### src/hdl/radial_deadzone_stick_scaler_defines.svh
// ----------------------------------------------------------------------------
// Radial deadzone stick scaler: assertion macros
// Concurrent assertion helpers, clocked on clk_i. They compile away under
// SYNTHESIS.
// ----------------------------------------------------------------------------
`ifndef RADIAL_DEADZONE_STICK_SCALER_DEFINES_SVH
`define RADIAL_DEADZONE_STICK_SCALER_DEFINES_SVH

`ifndef SYNTHESIS
// checked outside reset only
`define RDSS_ASSERT(lbl, prop, msg) \
  lbl: assert property (@(posedge clk_i) disable iff (!rst_ni) prop) else $error(msg);
// checked at every edge, reset included
`define RDSS_ASSERT_ALWAYS(lbl, prop, msg) \
  lbl: assert property (@(posedge clk_i) prop) else $error(msg);
`else
`define RDSS_ASSERT(lbl, prop, msg)
`define RDSS_ASSERT_ALWAYS(lbl, prop, msg)
`endif

`endif

### src/hdl/rdss_pkg.sv
// ----------------------------------------------------------------------------
// Radial deadzone stick scaler: package
// Widths, constants, stage types and the step functions of the square root
// and divider pipelines.
// ----------------------------------------------------------------------------
package rdss_pkg;

  localparam int unsigned AXIS_W     = 16;
  localparam int unsigned DZ_W       = 15;
  localparam int unsigned SENS_W     = 16;
  localparam int unsigned DELTA_W    = 18;
  localparam int unsigned CFG_IDX_W  = 1;
  localparam int unsigned CFG_DATA_W = 16;

  localparam int unsigned AXIS_FULL_SCALE = 32768;
  localparam int unsigned DEADZONE_RESET  = 8000;
  localparam int unsigned SENS_RESET      = 3840;
  localparam int          DELTA_LIMIT     = 92682;

  // magnitude and square root
  localparam int unsigned SQ_W     = 32;
  localparam int unsigned MAG_W    = 16;
  localparam int unsigned REM_W    = MAG_W + 3;
  localparam int unsigned ISQ_STEPS_PER_STAGE = 4;
  localparam int unsigned ISQ_STAGES = MAG_W / ISQ_STEPS_PER_STAGE;

  // scaling and division
  localparam int unsigned SPAN_W = 16;
  localparam int unsigned PROD_W = 32;
  localparam int unsigned NUM_W  = PROD_W + SENS_W;
  localparam int unsigned QUO_W  = 17;
  localparam int unsigned DEN_W  = NUM_W - QUO_W;
  localparam int unsigned DREM_W = DEN_W + 1;
  localparam int unsigned DIV_STEPS_PER_STAGE = 3;
  localparam int unsigned DIV_STAGES =
    (QUO_W + DIV_STEPS_PER_STAGE - 1) / DIV_STEPS_PER_STAGE;

  localparam logic [QUO_W-1:0] DELTA_MAX_Q = QUO_W'(DELTA_LIMIT);

  typedef enum logic [CFG_IDX_W-1:0] {
    REG_DEADZONE    = 1'b0,
    REG_SENSITIVITY = 1'b1
  } rdss_reg_e;

  typedef struct packed {
    logic              neg_x;
    logic              neg_y;
    logic [AXIS_W-1:0] abs_x;
    logic [AXIS_W-1:0] abs_y;
  } rdss_axes_t;

  typedef struct packed {
    logic neg_x;
    logic neg_y;
    logic moved;
  } rdss_sign_t;

  typedef struct packed {
    logic [REM_W-1:0] rem;
    logic [MAG_W-1:0] root;
    logic [SQ_W-1:0]  rad;
  } rdss_isq_t;

  typedef struct packed {
    logic [DREM_W-1:0] rem;
    logic [QUO_W-1:0]  low;
    logic [QUO_W-1:0]  quo;
  } rdss_div_t;

  typedef struct packed {
    rdss_div_t        x;
    rdss_div_t        y;
    logic             ovf_x;
    logic             ovf_y;
    logic [DEN_W-1:0] den;
    rdss_sign_t       sgn;
  } rdss_dstage_t;

  // one result bit of the digit-by-digit square root
  function automatic rdss_isq_t isq_step(rdss_isq_t s);
    rdss_isq_t        n;
    logic [REM_W-1:0] r2;
    logic [REM_W-1:0] t;
    r2    = {s.rem[REM_W-3:0], s.rad[SQ_W-1 -: 2]};
    t     = {{(REM_W-MAG_W-2){1'b0}}, s.root, 2'b01};
    n.rad = {s.rad[SQ_W-3:0], 2'b00};
    if (r2 >= t) begin
      n.rem  = r2 - t;
      n.root = {s.root[MAG_W-2:0], 1'b1};
    end else begin
      n.rem  = r2;
      n.root = {s.root[MAG_W-2:0], 1'b0};
    end
    return n;
  endfunction

  // one quotient bit of restoring division
  function automatic rdss_div_t div_step(rdss_div_t s, logic [DEN_W-1:0] den);
    rdss_div_t         n;
    logic [DREM_W-1:0] r2;
    r2    = {s.rem[DREM_W-2:0], s.low[QUO_W-1]};
    n.low = {s.low[QUO_W-2:0], 1'b0};
    if (r2 >= {1'b0, den}) begin
      n.rem = r2 - {1'b0, den};
      n.quo = {s.quo[QUO_W-2:0], 1'b1};
    end else begin
      n.rem = r2;
      n.quo = {s.quo[QUO_W-2:0], 1'b0};
    end
    return n;
  endfunction

endpackage

### src/hdl/rdss_isqrt.sv
// ----------------------------------------------------------------------------
// Radial deadzone stick scaler: integer square root
// Pipelined floor square root of a 32-bit radicand, four result bits per
// stage, with the axis data riding along.
// ----------------------------------------------------------------------------
module rdss_isqrt import rdss_pkg::*; (
  input  logic             clk_i,
  input  logic             rst_ni,
  input  logic             in_valid_i,
  output logic             in_ready_o,
  input  logic [SQ_W-1:0]  rad_i,
  input  rdss_axes_t       axes_i,
  output logic             out_valid_o,
  input  logic             out_ready_i,
  output logic [MAG_W-1:0] mag_o,
  output rdss_axes_t       axes_o
);

  logic       vld_q  [ISQ_STAGES];
  rdss_isq_t  st_q   [ISQ_STAGES];
  rdss_axes_t axes_q [ISQ_STAGES];
  rdss_isq_t  st_d   [ISQ_STAGES];

  logic       vin    [ISQ_STAGES+1];
  logic       rdy    [ISQ_STAGES+1];
  rdss_isq_t  sin    [ISQ_STAGES];
  rdss_axes_t ain    [ISQ_STAGES];

  assign vin[0]          = in_valid_i;
  assign sin[0]          = '{rem: '0, root: '0, rad: rad_i};
  assign ain[0]          = axes_i;
  assign rdy[ISQ_STAGES] = out_ready_i;

  for (genvar k = 0; k < ISQ_STAGES; k++) begin : g_stage
    rdss_isq_t tmp;

    if (k > 0) begin : g_link
      assign sin[k] = st_q[k-1];
      assign ain[k] = axes_q[k-1];
    end
    assign vin[k+1] = vld_q[k];
    assign rdy[k]   = !vld_q[k] || rdy[k+1];

    always_comb begin
      tmp = sin[k];
      for (int j = 0; j < ISQ_STEPS_PER_STAGE; j++) begin
        tmp = isq_step(tmp);
      end
      st_d[k] = tmp;
    end

    always_ff @(posedge clk_i or negedge rst_ni) begin
      if (!rst_ni) begin
        vld_q[k] <= 1'b0;
      end else if (rdy[k]) begin
        vld_q[k] <= vin[k];
      end
    end

    always_ff @(posedge clk_i) begin
      if (rdy[k]) begin
        st_q[k]   <= st_d[k];
        axes_q[k] <= ain[k];
      end
    end
  end

  assign in_ready_o  = rdy[0];
  assign out_valid_o = vld_q[ISQ_STAGES-1];
  assign mag_o       = st_q[ISQ_STAGES-1].root;
  assign axes_o      = axes_q[ISQ_STAGES-1];

endmodule

### config.mk
export PLATFORM = sky130hd
export DESIGN_NAME = rdss_isqrt
export DESIGN_NICKNAME = d
export VERILOG_FILES = /design/src/hdl/radial_deadzone_stick_scaler_defines.svh /design/src/hdl/rdss_pkg.sv /design/src/hdl/rdss_isqrt.sv
export SDC_FILE = /design/constraint.sdc
export NUM_CORES = 1
export LEC_CHECK = 0
export BUFFER_PORTS_ARGS = -buffer_cell sky130_fd_sc_hd__clkbuf_2
export CAP_MARGIN = 10
export CORE_MARGIN = 5
export CORE_UTILIZATION = 60
export CTS_CLUSTER_SIZE = 10
export DETAILED_ROUTE_END_ITERATION = 10
export PLACE_DENSITY_LB_ADDON = 0.1
export SYNTH_ARGS = -nofsm -noshare
export SYNTH_HDL_FRONTEND = slang
export SYNTH_SLANG_ARGS = --single-unit
### constraint.sdc
create_clock -name clk_i -period 10.64 [get_ports clk_i]
set_input_delay 0.532 -clock clk_i [delete_from_list [all_inputs] [get_ports clk_i]]
set_output_delay 0.532 -clock clk_i [all_outputs]
set_load 0.01 [all_outputs]
==> key figures <==
Outcome
  – Status: finished, final reports clean

Floorplan
  – Die H: 186 um
  – Initial core utilization: 0.607
  – Io pins: 122
  – Die width: 186 um
  – Die area: 34,600 sq um
  – Core Area: 30,600 sq um
  – Row Count: 64

CTS
  – Clock Tree Root: clkbuf_16
  – CTS tree: done
  – CTS Buf Count: 35
  – Worst-path clk slew: 0.06 ns
  – Clock latency on the worst-skew pair: 0.53 ns
  – Clk sinks: 279
  – CTS H-tree lvls: 2
  – Post-CTS setup buffer count: 0
  – Clk buf depth: 3

Synthesis
  – Seq/Total Area, Yosys: 0.450
  – Post-synth top area share: 0.445
  – YS warnings: 0
  – Syn avg cell area: 10.3 sq um
  – Main area contributors after synthesis: edfxtp_1 (44%), ha_1 (10%), xnor2_1 (4.6%)
  – Synth area leader: edfxtp_1
  – Top post-synthesis cells by count: edfxtp_1 (275), a21oi_1 (159), ha_1 (150)
  – Cell with the most instances after synthesis: edfxtp_1
  – Flops & latches, synth: 279
  – Asr flop ratio synth: 0.0143
  – Post-synth EDFFs: 275
  – Main synth FF type: edfxtp_1
  – Cell variety after synth: 98
  – Cell area after synthesis: 18,600 sq um
  – Syn Inst Count: 1,804

GRT
  – GRT Util Overall: 0.267
  – Initial antenna violation count: 0
  – First-pass GRT wire length: 73.5 mm
  – Largest net degree at the start of global routing: 73
  – Grt total ovfl: 0
  – Vias in the first global route: 13,700

Power and ir drop
  – Cell area power density: 301 nW/um^2
  – Total power: 6.26 mW
  – VDD IR max: 157 uV
  – Leakage: 8.92 nW

Critical path
  – Cell family with most CP delay: simple AND/OR/NAND/NOR gates
  – Crit path launch type: flip-flop
  – CP Buf/Inv Count: 6
  – WS Path Type: reg -> reg
  – Critical-path top delay cell: or4_4
  – Arr. time, crit path: 10.36 ns
  – Reg2reg setup slack: 0.55 ns
  – Biggest cell delay along the critical path: 0.63 ns
  – CP Capture Type: flip-flop
  – CP required: 10.91 ns
  – Crit path max fanout: 18

Route
  – Post-Route WL: 46.3 mm
  – DRC Markers: 0
  – Vias: 14,500
  – Drt first pass iters: 5
  – Routed Antenna Nets: 0
  – First DRT Iteration DRCs: 1,155
  – DR WL/cell: 19.6 um
  – Vias/cell: 6.13

Timing
  – Least-Margin Pin Slew: 1.13 ns
  – Final critical-path share of the clock period: 0.948
  – Final Hold Fails: 0
  – Rel. slew slack: 0.229
  – Tmin final: 10.09 ns
  – Fmax: 99.1 MHz
  – Layout Skew: 0.0247 ns
  – Final slew viol count: 0
  – Final setup fails: 0
  – Unrepaired setup endpoints after global routing: no

Placed design
  – Placed Area: 19,700 sq um
  – # port buffers: 121
  – RD Place Congestion: 0.932
  – Final HPWL DP: 35.4 mm

Layout
  – Antenna Cells: 0
  – Post-layout util: 0.679
  – Post-route cell area: 20,800 sq um
  – Syn-to-layout area delta: 11.9%
  – Fillers: 2,372
  – Layout cells sized above 1: 0.140
  – Final nets: 2,162

Worst hold path
  – Worst Hold Class: in -> reg

Job
  – Max Cap Viol: 0
cells in the final DEF (no fill, tap or decap), types with 22 or more instances in the layout:
cell       count
o21ai_0       73
inv_1         92
mux2_2        25
nor3_1        43
edfxtp_1     275
xor2_1        43
and2_1        22
nand3_1       45
nand2_1      134
a21o_1        74
a21oi_1      159
nor2_1       148
nand4_1       24
clkbuf_2     121
xnor2_1       97
clkbuf_16     35
ha_1         148
where the power goes:
group | internal, mW | switching [mW]
clock network | 0.668 | 0.448
logic | 1.42 | 2.08
registers | 1.51 | 0.136
timing repair:
item                                    CTS  global route
resized for setup                         1            10
hold endpoints to repair                  4             0
endpoints found under the setup margin    2            21
hold buffers                              1             0
flip-flops by register name, summed over array words and instances, names as in the netlist:
signal / cells
vin: 3
axes_q: 136
out_valid_o: 1
st_q: 139
metrics by stage:
step | std cells | hold WS (ns) | TNS, ns | setup WS (ns)
global placement | 2300 | 0.346 | -0.0434 | -0.0434
global route | 2359 | 0.158 | 0 | 0.00445
CTS | 2359 | 0.158 | 0 | 0.131
detailed placement | 2300 | 0.349 | -0.0234 | -0.0234
floorplan | 1805 | 0.236 | 0 | 1.52
finish | 2359 | 0.175 | 0 | 0.553
area by class of cell:
type	count	area, sq um	area share
Clock inverter	8	123	0.00590
Multi-Input combinational cell	1388	9740	0.469
Sequential cell	279	8360	0.402
Clock buffer	50	942	0.0453
Inverter	99	378	0.0182
Timing Repair Buffer	139	743	0.0358
Tap cell	396	495	0.0238
metal layers:
| metal | track usage | wire length (um) | vias to the layer above | share of wire |
|---|---|---|---|---|
| li1 | - | - | 7044 | - |
| met1 | 0.388 | 21300 | 6904 | 0.46 |
| met2 | 0.429 | 21300 | 442 | 0.46 |
| met3 | 0.0377 | 2670 | 68 | 0.058 |
| met4 | 0.0609 | 961 | 0 | 0.021 |
| met5 | 0 | 0 | - | 0 |
path summary, 6_finish.rpt:
path	startpoint	to	cells after the start
worst max register to register	st_q[0][27]	st_q[1][52]	42
worst min-delay path	rad_i[18]	st_q[0][18]	1
min in group asynchronous	rst_ni	vin[2]	2
max in group asynchronous	rst_ni	vin[1]	2
worst min register to register	axes_q[1][5]	axes_q[2][5]	0
worst max-delay path	st_q[0][27]	st_q[1][52]	42
worst reg2reg max path: cells and delay by family, from the launching register on:
| family | cells | cell delay, ns |
|---|---|---|
| and+or+nand+nor | 17 | 3.68 |
| buffers and inverters | 6 | 1.15 |
| adders and majority gates | 4 | 1.45 |
| DFF | 1 | 0.46 |
| AOI/OAI and AO/OA | 14 | 2.85 |
| xor gates and xnor gates | 1 | 0.23 |
cells by family after synthesis:
group           share of synthesized area
buf+inv                            0.0293
compound gates                      0.172
other cells                      0.000202
fa+ha+maj                           0.101
xor+xnor                           0.0675
mux                                0.0214
simple gates                        0.159
flops                               0.450
Note: power is estimated with default switching activity, not from simulation.
