File: config.mk
export PLATFORM = sky130hd
export DESIGN_NAME = rdss_divider
export DESIGN_NICKNAME = d
export VERILOG_FILES = /design/src/hdl/radial_deadzone_stick_scaler_defines.svh /design/src/hdl/rdss_pkg.sv /design/src/hdl/rdss_divider.sv
export SDC_FILE = /design/constraint.sdc
export NUM_CORES = 2
export LEC_CHECK = 0
export BUFFER_PORTS_ARGS = -buffer_cell sky130_fd_sc_hd__buf_2
export CAP_MARGIN = 30
export CELL_PAD_IN_SITES_DETAIL_PLACEMENT = 0
export CELL_PAD_IN_SITES_GLOBAL_PLACEMENT = 1
export CORE_MARGIN = 5
export CORE_UTILIZATION = 35
export DETAILED_ROUTE_END_ITERATION = 16
export GPL_TIMING_DRIVEN = 0
export PLACE_DENSITY = 0.69
export SYNTH_ARGS = -nofsm -noshare
export SYNTH_HDL_FRONTEND = slang
export SYNTH_SLANG_ARGS = --single-unit
File: constraint.sdc
create_clock -name clk_i -period 14 [get_ports clk_i]
set_input_delay 1.4 -clock clk_i [delete_from_list [all_inputs] [get_ports clk_i]]
set_output_delay 1.4 -clock clk_i [all_outputs]
set_load 0.03 [all_outputs]
File: src/hdl/radial_deadzone_stick_scaler_defines.svh
// ----------------------------------------------------------------------------
// Radial deadzone stick scaler: assertion macros
// Concurrent assertion helpers, clocked on clk_i. They compile away under
// SYNTHESIS.
// ----------------------------------------------------------------------------
`ifndef RADIAL_DEADZONE_STICK_SCALER_DEFINES_SVH
`define RADIAL_DEADZONE_STICK_SCALER_DEFINES_SVH

`ifndef SYNTHESIS
// checked outside reset only
`define RDSS_ASSERT(lbl, prop, msg) \
  lbl: assert property (@(posedge clk_i) disable iff (!rst_ni) prop) else $error(msg);
// checked at every edge, reset included
`define RDSS_ASSERT_ALWAYS(lbl, prop, msg) \
  lbl: assert property (@(posedge clk_i) prop) else $error(msg);
`else
`define RDSS_ASSERT(lbl, prop, msg)
`define RDSS_ASSERT_ALWAYS(lbl, prop, msg)
`endif

`endif

File: src/hdl/rdss_pkg.sv
// ----------------------------------------------------------------------------
// Radial deadzone stick scaler: package
// Widths, constants, stage types and the step functions of the square root
// and divider pipelines.
// ----------------------------------------------------------------------------
package rdss_pkg;

  localparam int unsigned AXIS_W     = 16;
  localparam int unsigned DZ_W       = 15;
  localparam int unsigned SENS_W     = 16;
  localparam int unsigned DELTA_W    = 18;
  localparam int unsigned CFG_IDX_W  = 1;
  localparam int unsigned CFG_DATA_W = 16;

  localparam int unsigned AXIS_FULL_SCALE = 32768;
  localparam int unsigned DEADZONE_RESET  = 8000;
  localparam int unsigned SENS_RESET      = 3840;
  localparam int          DELTA_LIMIT     = 92682;

  // magnitude and square root
  localparam int unsigned SQ_W     = 32;
  localparam int unsigned MAG_W    = 16;
  localparam int unsigned REM_W    = MAG_W + 3;
  localparam int unsigned ISQ_STEPS_PER_STAGE = 4;
  localparam int unsigned ISQ_STAGES = MAG_W / ISQ_STEPS_PER_STAGE;

  // scaling and division
  localparam int unsigned SPAN_W = 16;
  localparam int unsigned PROD_W = 32;
  localparam int unsigned NUM_W  = PROD_W + SENS_W;
  localparam int unsigned QUO_W  = 17;
  localparam int unsigned DEN_W  = NUM_W - QUO_W;
  localparam int unsigned DREM_W = DEN_W + 1;
  localparam int unsigned DIV_STEPS_PER_STAGE = 3;
  localparam int unsigned DIV_STAGES =
    (QUO_W + DIV_STEPS_PER_STAGE - 1) / DIV_STEPS_PER_STAGE;

  localparam logic [QUO_W-1:0] DELTA_MAX_Q = QUO_W'(DELTA_LIMIT);

  typedef enum logic [CFG_IDX_W-1:0] {
    REG_DEADZONE    = 1'b0,
    REG_SENSITIVITY = 1'b1
  } rdss_reg_e;

  typedef struct packed {
    logic              neg_x;
    logic              neg_y;
    logic [AXIS_W-1:0] abs_x;
    logic [AXIS_W-1:0] abs_y;
  } rdss_axes_t;

  typedef struct packed {
    logic neg_x;
    logic neg_y;
    logic moved;
  } rdss_sign_t;

  typedef struct packed {
    logic [REM_W-1:0] rem;
    logic [MAG_W-1:0] root;
    logic [SQ_W-1:0]  rad;
  } rdss_isq_t;

  typedef struct packed {
    logic [DREM_W-1:0] rem;
    logic [QUO_W-1:0]  low;
    logic [QUO_W-1:0]  quo;
  } rdss_div_t;

  typedef struct packed {
    rdss_div_t        x;
    rdss_div_t        y;
    logic             ovf_x;
    logic             ovf_y;
    logic [DEN_W-1:0] den;
    rdss_sign_t       sgn;
  } rdss_dstage_t;

  // one result bit of the digit-by-digit square root
  function automatic rdss_isq_t isq_step(rdss_isq_t s);
    rdss_isq_t        n;
    logic [REM_W-1:0] r2;
    logic [REM_W-1:0] t;
    r2    = {s.rem[REM_W-3:0], s.rad[SQ_W-1 -: 2]};
    t     = {{(REM_W-MAG_W-2){1'b0}}, s.root, 2'b01};
    n.rad = {s.rad[SQ_W-3:0], 2'b00};
    if (r2 >= t) begin
      n.rem  = r2 - t;
      n.root = {s.root[MAG_W-2:0], 1'b1};
    end else begin
      n.rem  = r2;
      n.root = {s.root[MAG_W-2:0], 1'b0};
    end
    return n;
  endfunction

  // one quotient bit of restoring division
  function automatic rdss_div_t div_step(rdss_div_t s, logic [DEN_W-1:0] den);
    rdss_div_t         n;
    logic [DREM_W-1:0] r2;
    r2    = {s.rem[DREM_W-2:0], s.low[QUO_W-1]};
    n.low = {s.low[QUO_W-2:0], 1'b0};
    if (r2 >= {1'b0, den}) begin
      n.rem = r2 - {1'b0, den};
      n.quo = {s.quo[QUO_W-2:0], 1'b1};
    end else begin
      n.rem = r2;
      n.quo = {s.quo[QUO_W-2:0], 1'b0};
    end
    return n;
  endfunction

endpackage

File: src/hdl/rdss_divider.sv
// ----------------------------------------------------------------------------
// Radial deadzone stick scaler: two-lane divider
// Pipelined restoring division of two numerators by a shared divisor.
// Quotients that would not fit 17 bits are flagged as overflow up front.
// ----------------------------------------------------------------------------
module rdss_divider import rdss_pkg::*; (
  input  logic             clk_i,
  input  logic             rst_ni,
  input  logic             in_valid_i,
  output logic             in_ready_o,
  input  logic [NUM_W-1:0] num_x_i,
  input  logic [NUM_W-1:0] num_y_i,
  input  logic [DEN_W-1:0] den_i,
  input  rdss_sign_t       sgn_i,
  output logic             out_valid_o,
  input  logic             out_ready_i,
  output logic [QUO_W-1:0] quo_x_o,
  output logic [QUO_W-1:0] quo_y_o,
  output logic             ovf_x_o,
  output logic             ovf_y_o,
  output rdss_sign_t       sgn_o
);

  localparam int unsigned NST = DIV_STAGES + 1;

  logic         vld_q [NST];
  rdss_dstage_t st_q  [NST];
  rdss_dstage_t st_d  [NST];
  logic         vin   [NST+1];
  logic         rdy   [NST+1];

  assign vin[0]   = in_valid_i;
  assign rdy[NST] = out_ready_i;

  for (genvar k = 0; k < NST; k++) begin : g_stage
    assign vin[k+1] = vld_q[k];
    assign rdy[k]   = !vld_q[k] || rdy[k+1];

    if (k == 0) begin : g_load
      // quotient >= 2^17 exactly when the upper numerator bits reach the divisor
      always_comb begin
        st_d[k].ovf_x = num_x_i[NUM_W-1:QUO_W] >= den_i;
        st_d[k].ovf_y = num_y_i[NUM_W-1:QUO_W] >= den_i;
        st_d[k].x     = '{rem: {1'b0, num_x_i[NUM_W-1:QUO_W]},
                          low: num_x_i[QUO_W-1:0], quo: '0};
        st_d[k].y     = '{rem: {1'b0, num_y_i[NUM_W-1:QUO_W]},
                          low: num_y_i[QUO_W-1:0], quo: '0};
        st_d[k].den   = den_i;
        st_d[k].sgn   = sgn_i;
      end
    end else begin : g_iter
      localparam int unsigned BASE = (k - 1) * DIV_STEPS_PER_STAGE;
      rdss_dstage_t tmp;

      always_comb begin
        tmp = st_q[k-1];
        for (int unsigned j = 0; j < DIV_STEPS_PER_STAGE; j++) begin
          if (BASE + j < QUO_W) begin
            tmp.x = div_step(tmp.x, tmp.den);
            tmp.y = div_step(tmp.y, tmp.den);
          end
        end
        st_d[k] = tmp;
      end
    end

    always_ff @(posedge clk_i or negedge rst_ni) begin
      if (!rst_ni) begin
        vld_q[k] <= 1'b0;
      end else if (rdy[k]) begin
        vld_q[k] <= vin[k];
      end
    end

    always_ff @(posedge clk_i) begin
      if (rdy[k]) begin
        st_q[k] <= st_d[k];
      end
    end
  end

  assign in_ready_o  = rdy[0];
  assign out_valid_o = vld_q[NST-1];
  assign quo_x_o     = st_q[NST-1].x.quo;
  assign quo_y_o     = st_q[NST-1].y.quo;
  assign ovf_x_o     = st_q[NST-1].ovf_x;
  assign ovf_y_o     = st_q[NST-1].ovf_y;
  assign sgn_o       = st_q[NST-1].sgn;

endmodule
==> results <==
- The I/O pin total is 175.
- After detailed routing, the number of remaining DRC violations is 0.
- The number of buffers added to fix hold violations after cts is 0.
- The HPWL after detailed placement is 251 mm.
- The worst endpoint data arrival time is ~14 ns.
- The delay of the slowest cell on the worst path is between 0.8 and 0.9 ns.
- Dividing the detail-routed wire length by the instance count gives about 23 um.
- The worst setup slack for register-to-register paths is a little under 0.6 ns.
- The post-synthesis cell area is 87200 um2.
- The measured slew at the worst slew-check pin is 1.09 ns.
- The worst-path cell with the longest stage delay is sky130_fd_sc_hd__edfxtp_1.
- The mean post-synth cell area is 9.08 um2.
- The number of cell rows is 183.
- The max-capacitance violation count is 0.
- The overall via count from detail_route is 74500.
- Yosys printed 0 warnings.
- The worst slack after detailed placement is -0.199 ns.
- The run finished with clean final reports.
- In this run the tool buffered the top-level ports with 174 buffer cells.
- After clock tree synthesis, the clock-pin slew on the worst setup and hold paths is 0.06 ns.
- From synthesis to final layout, the design area changed by 10.7%.
- CTS placed an instance of sky130_fd_sc_hd__clkbuf_16 at the clock tree root.
- The ratio of cells with drive above 1 in the final layout is 0.0998.
- The worst register-to-register path ends at st_q[1][94].
- Counting the fill cells in the layout gives 24900.
- The worst setup margin is 0.591 ns.
- In this run the standard cell core region covers between 200000 and 250000 um2.
- TritonCTS built the clock tree.
- The final-report max-slew violation count is 0.
- The clock tree synthesis step divided the H-tree into 3 levels.
- The type of the most critical hold path is register to register.
- In this run the worst setup path terminates at st_q[1][94].
- The CTS sink count is 838.
- In the global route stage, overall resource usage came out at 0.227.
- The initial core utilization is 0.351.
- The final layout contains 11200 nets.
- The category of the worst setup path capture point is a register.
- The netlist uses 92 different library cells.
- The global-route wire length before repair is 450 mm.
- The via count of the first global-routing pass came to 74000.
- The synthesized design contains between 800 and 900 enable-type register cells.
- The share of the Yosys chip area taken by registers is 0.288.
- The floorplan die area is 259000 um2.
- The clock arrives with 0.0541 ns of skew.
- The number of standard cells in the final layout excluding fillers is 13300.
- The horizontal extent of the die is between 500 and 600 um.
- The routed design could run at a clock period as short as 13.41 ns.
- The number of nets still failing antenna checks after routing is 0.
- The cell count after placement is roughly 13000.
- The total routed wirelength is 305 mm.
- Adding up every negative setup slack in the final design gives 0 ns.
- The longest clock path from root to sink contains 3 buffers.
- The per-cell via count in the routed design is 5.58.
- The global placer's final weighted congestion is 0.956.
- The final setup violation count is 0.
- Counting flops and latches in the post-synthesis netlist gives 838.
- The TritonCTS buffer count is 103.
- STA classifies the critical path startpoint as a register.
- Synthesis produced a netlist with a net count of approximately 11000.
- For this run, the leading register cell type out of synthesis is sky130_fd_sc_hd__edfxtp_1.
- Setup repair after global routing left no endpoint under its margin.
- The count of routing violations after the opening detailed-route iteration is 4570.
- The clock latency reported for the late side of the worst-skew pair is 0.78 ns.
- After synthesis, the share of flip-flops with an asynchronous set or reset is 0.00835.
- The number of cell instances on the worst register-to-register path is 42.
- Tracing the worst setup path back leads to its startpoint at st_q[0][3].
- Of the available clock period, the critical path in the final layout requires 0.958.
- For this run the aggregate overflow at the end of global routing stands at 0.
- The initial antenna violation count is 3.
- The startpoint of the worst-slack reg-to-reg timing path is st_q[0][3].
- The vertical die dimension is about 500 um.
- In this run the worst path has a maximum fanout of 10.
- In this run the tightest slew margin relative to its limit is 0.265.
- The critical path class is register to register.
- The worst path required time is 14.51 ns.
- The synthesized instance count is 9598.
- Timing would allow up to 0.0746 GHz.
- The count of final hold-check violations was 0.
- The count of TritonRoute iterations in the first routing pass is 5.
- Entering global routing, the biggest net connects 76 pins.
kinds of logic after synthesis:
kind of cell / after synthesis / synth area share
AO/OA/AOI/OAI: 3113 / 0.227
AND/OR/NAND/NOR: 2370 / 0.131
adder cells (fa/ha/maj): 1148 / 0.168
flip-flops: 838 / 0.288
XOR/XNOR: 825 / 0.0829
buffers and inverters: 750 / 0.0330
multiplexers: 554 / 0.0704
cell type report:
cell class	instances	area, um2	share of cell area
inverters	550	2090	0.0216
repair buffers	218	1480	0.0153
clock buffers	127	2820	0.0292
plain buffers	200	808	0.00837
well taps	3330	4170	0.0432
clock inverters	67	793	0.00822
multi-input cells	8010	59200	0.614
diodes	2	5.00	0.0000519
flip-flops and latches	838	25100	0.260
cells in the final DEF, fill, tap and decap left out, types with 144 or more instances in the layout:
master and count:
sky130_fd_sc_hd__nor2b_1 145, sky130_fd_sc_hd__edfxtp_1 831, sky130_fd_sc_hd__a21o_1 469, sky130_fd_sc_hd__ha_1 1116, sky130_fd_sc_hd__nand2b_1 144, sky130_fd_sc_hd__inv_1 537
sky130_fd_sc_hd__a21oi_1 918, sky130_fd_sc_hd__mux2_2 473, sky130_fd_sc_hd__xnor2_1 545, sky130_fd_sc_hd__o21ai_0 708, sky130_fd_sc_hd__nand4_1 149, sky130_fd_sc_hd__nor2_1 600
sky130_fd_sc_hd__xor2_1 280, sky130_fd_sc_hd__nand2_1 692, sky130_fd_sc_hd__o21a_1 160, sky130_fd_sc_hd__nand3_1 157, sky130_fd_sc_hd__buf_2 220, sky130_fd_sc_hd__clkbuf_1 152
timing repair:
action,in CTS,in global routing
pin swaps,0,0
setup buffers,1,14
hold endpoints to repair,0,0
gates resized for setup,2,8
setup endpoints to repair,38,178
gates cloned,0,0
metal layers:
metal	wire length, um	part of all wire	up-vias	GRT usage
li1	-	-	36700	-
met4	27600	0.090	2	0.173
met2	146000	0.48	1855	0.399
met5	13	0.000043	-	0
met1	121000	0.40	35200	0.255
met3	10800	0.035	677	0.0213
critical path: cells and delay by family, from the launching register on:
kind            cells  cell delay (ns)
compound gates     24             6.02
fa+ha+maj           4             1.51
buf+inv             8             2.99
flops               1             0.82
mux                 3             1.34
simple gates        3             0.48
synthesized netlist by cell type, drive strengths merged (48+ instances only):
| cell | n | area share |
|---|---|---|
| buf | 63 | 0.0033 |
| xor2 | 280 | 0.028 |
| ha | 1116 | 0.16 |
| clkbuf | 137 | 0.0059 |
| and2 | 49 | 0.0035 |
| xnor2 | 545 | 0.055 |
| a21oi | 919 | 0.053 |
| edfxtp | 831 | 0.29 |
| and3 | 76 | 0.0055 |
| nand2 | 695 | 0.030 |
| inv | 547 | 0.024 |
| o31ai | 51 | 0.0044 |
| a211oi | 69 | 0.0061 |
| nand2b | 144 | 0.010 |
| nand3 | 159 | 0.0091 |
| mux2 | 473 | 0.061 |
| o211ai | 59 | 0.0051 |
| o21a | 160 | 0.014 |
| or3 | 48 | 0.0034 |
| a31oi | 89 | 0.0064 |
| nor2b | 145 | 0.010 |
| nor2 | 600 | 0.026 |
| o21bai | 123 | 0.011 |
| a21o | 469 | 0.040 |
| mux2i | 81 | 0.0093 |
| nand4 | 149 | 0.011 |
| nor3 | 144 | 0.0083 |
| o21ai | 729 | 0.042 |
worst min-delay path by stage:
stage                 startpoint           end  slack (ns)  depth (start not counted)
global route        st_q[5][103]  st_q[6][105]        0.41                          0
finish               st_q[3][38]   st_q[4][41]        0.41                          0
detailed placement  st_q[2][126]  st_q[3][129]        0.40                          0
global placement      st_q[3][2]    st_q[4][2]        0.40                          0
CTS                       rst_ni        vin[6]        0.37                          1
floorplan             st_q[0][0]    st_q[1][0]        0.40                          0
sequential cells by signal, summed over array words and instances (netlist names):
signal       count
st_q           831
vin              6
out_valid_o      1
through the flow:
stage          cell area (um2)  utilization  hold slack [ns]
6_report                 96500        0.389            0.412
5_1_grt                  96500        0.389            0.411
4_1_cts                  96400        0.388            0.372
3_5_place_dp             92800        0.374            0.405
3_3_place_gp             92200        0.372            0.402
2_1_floorplan            87200            -            0.400
Power is left out: the tool's default activity adds up to more than one toggle a clock period on the data nets, which glitch-free logic cannot reach.
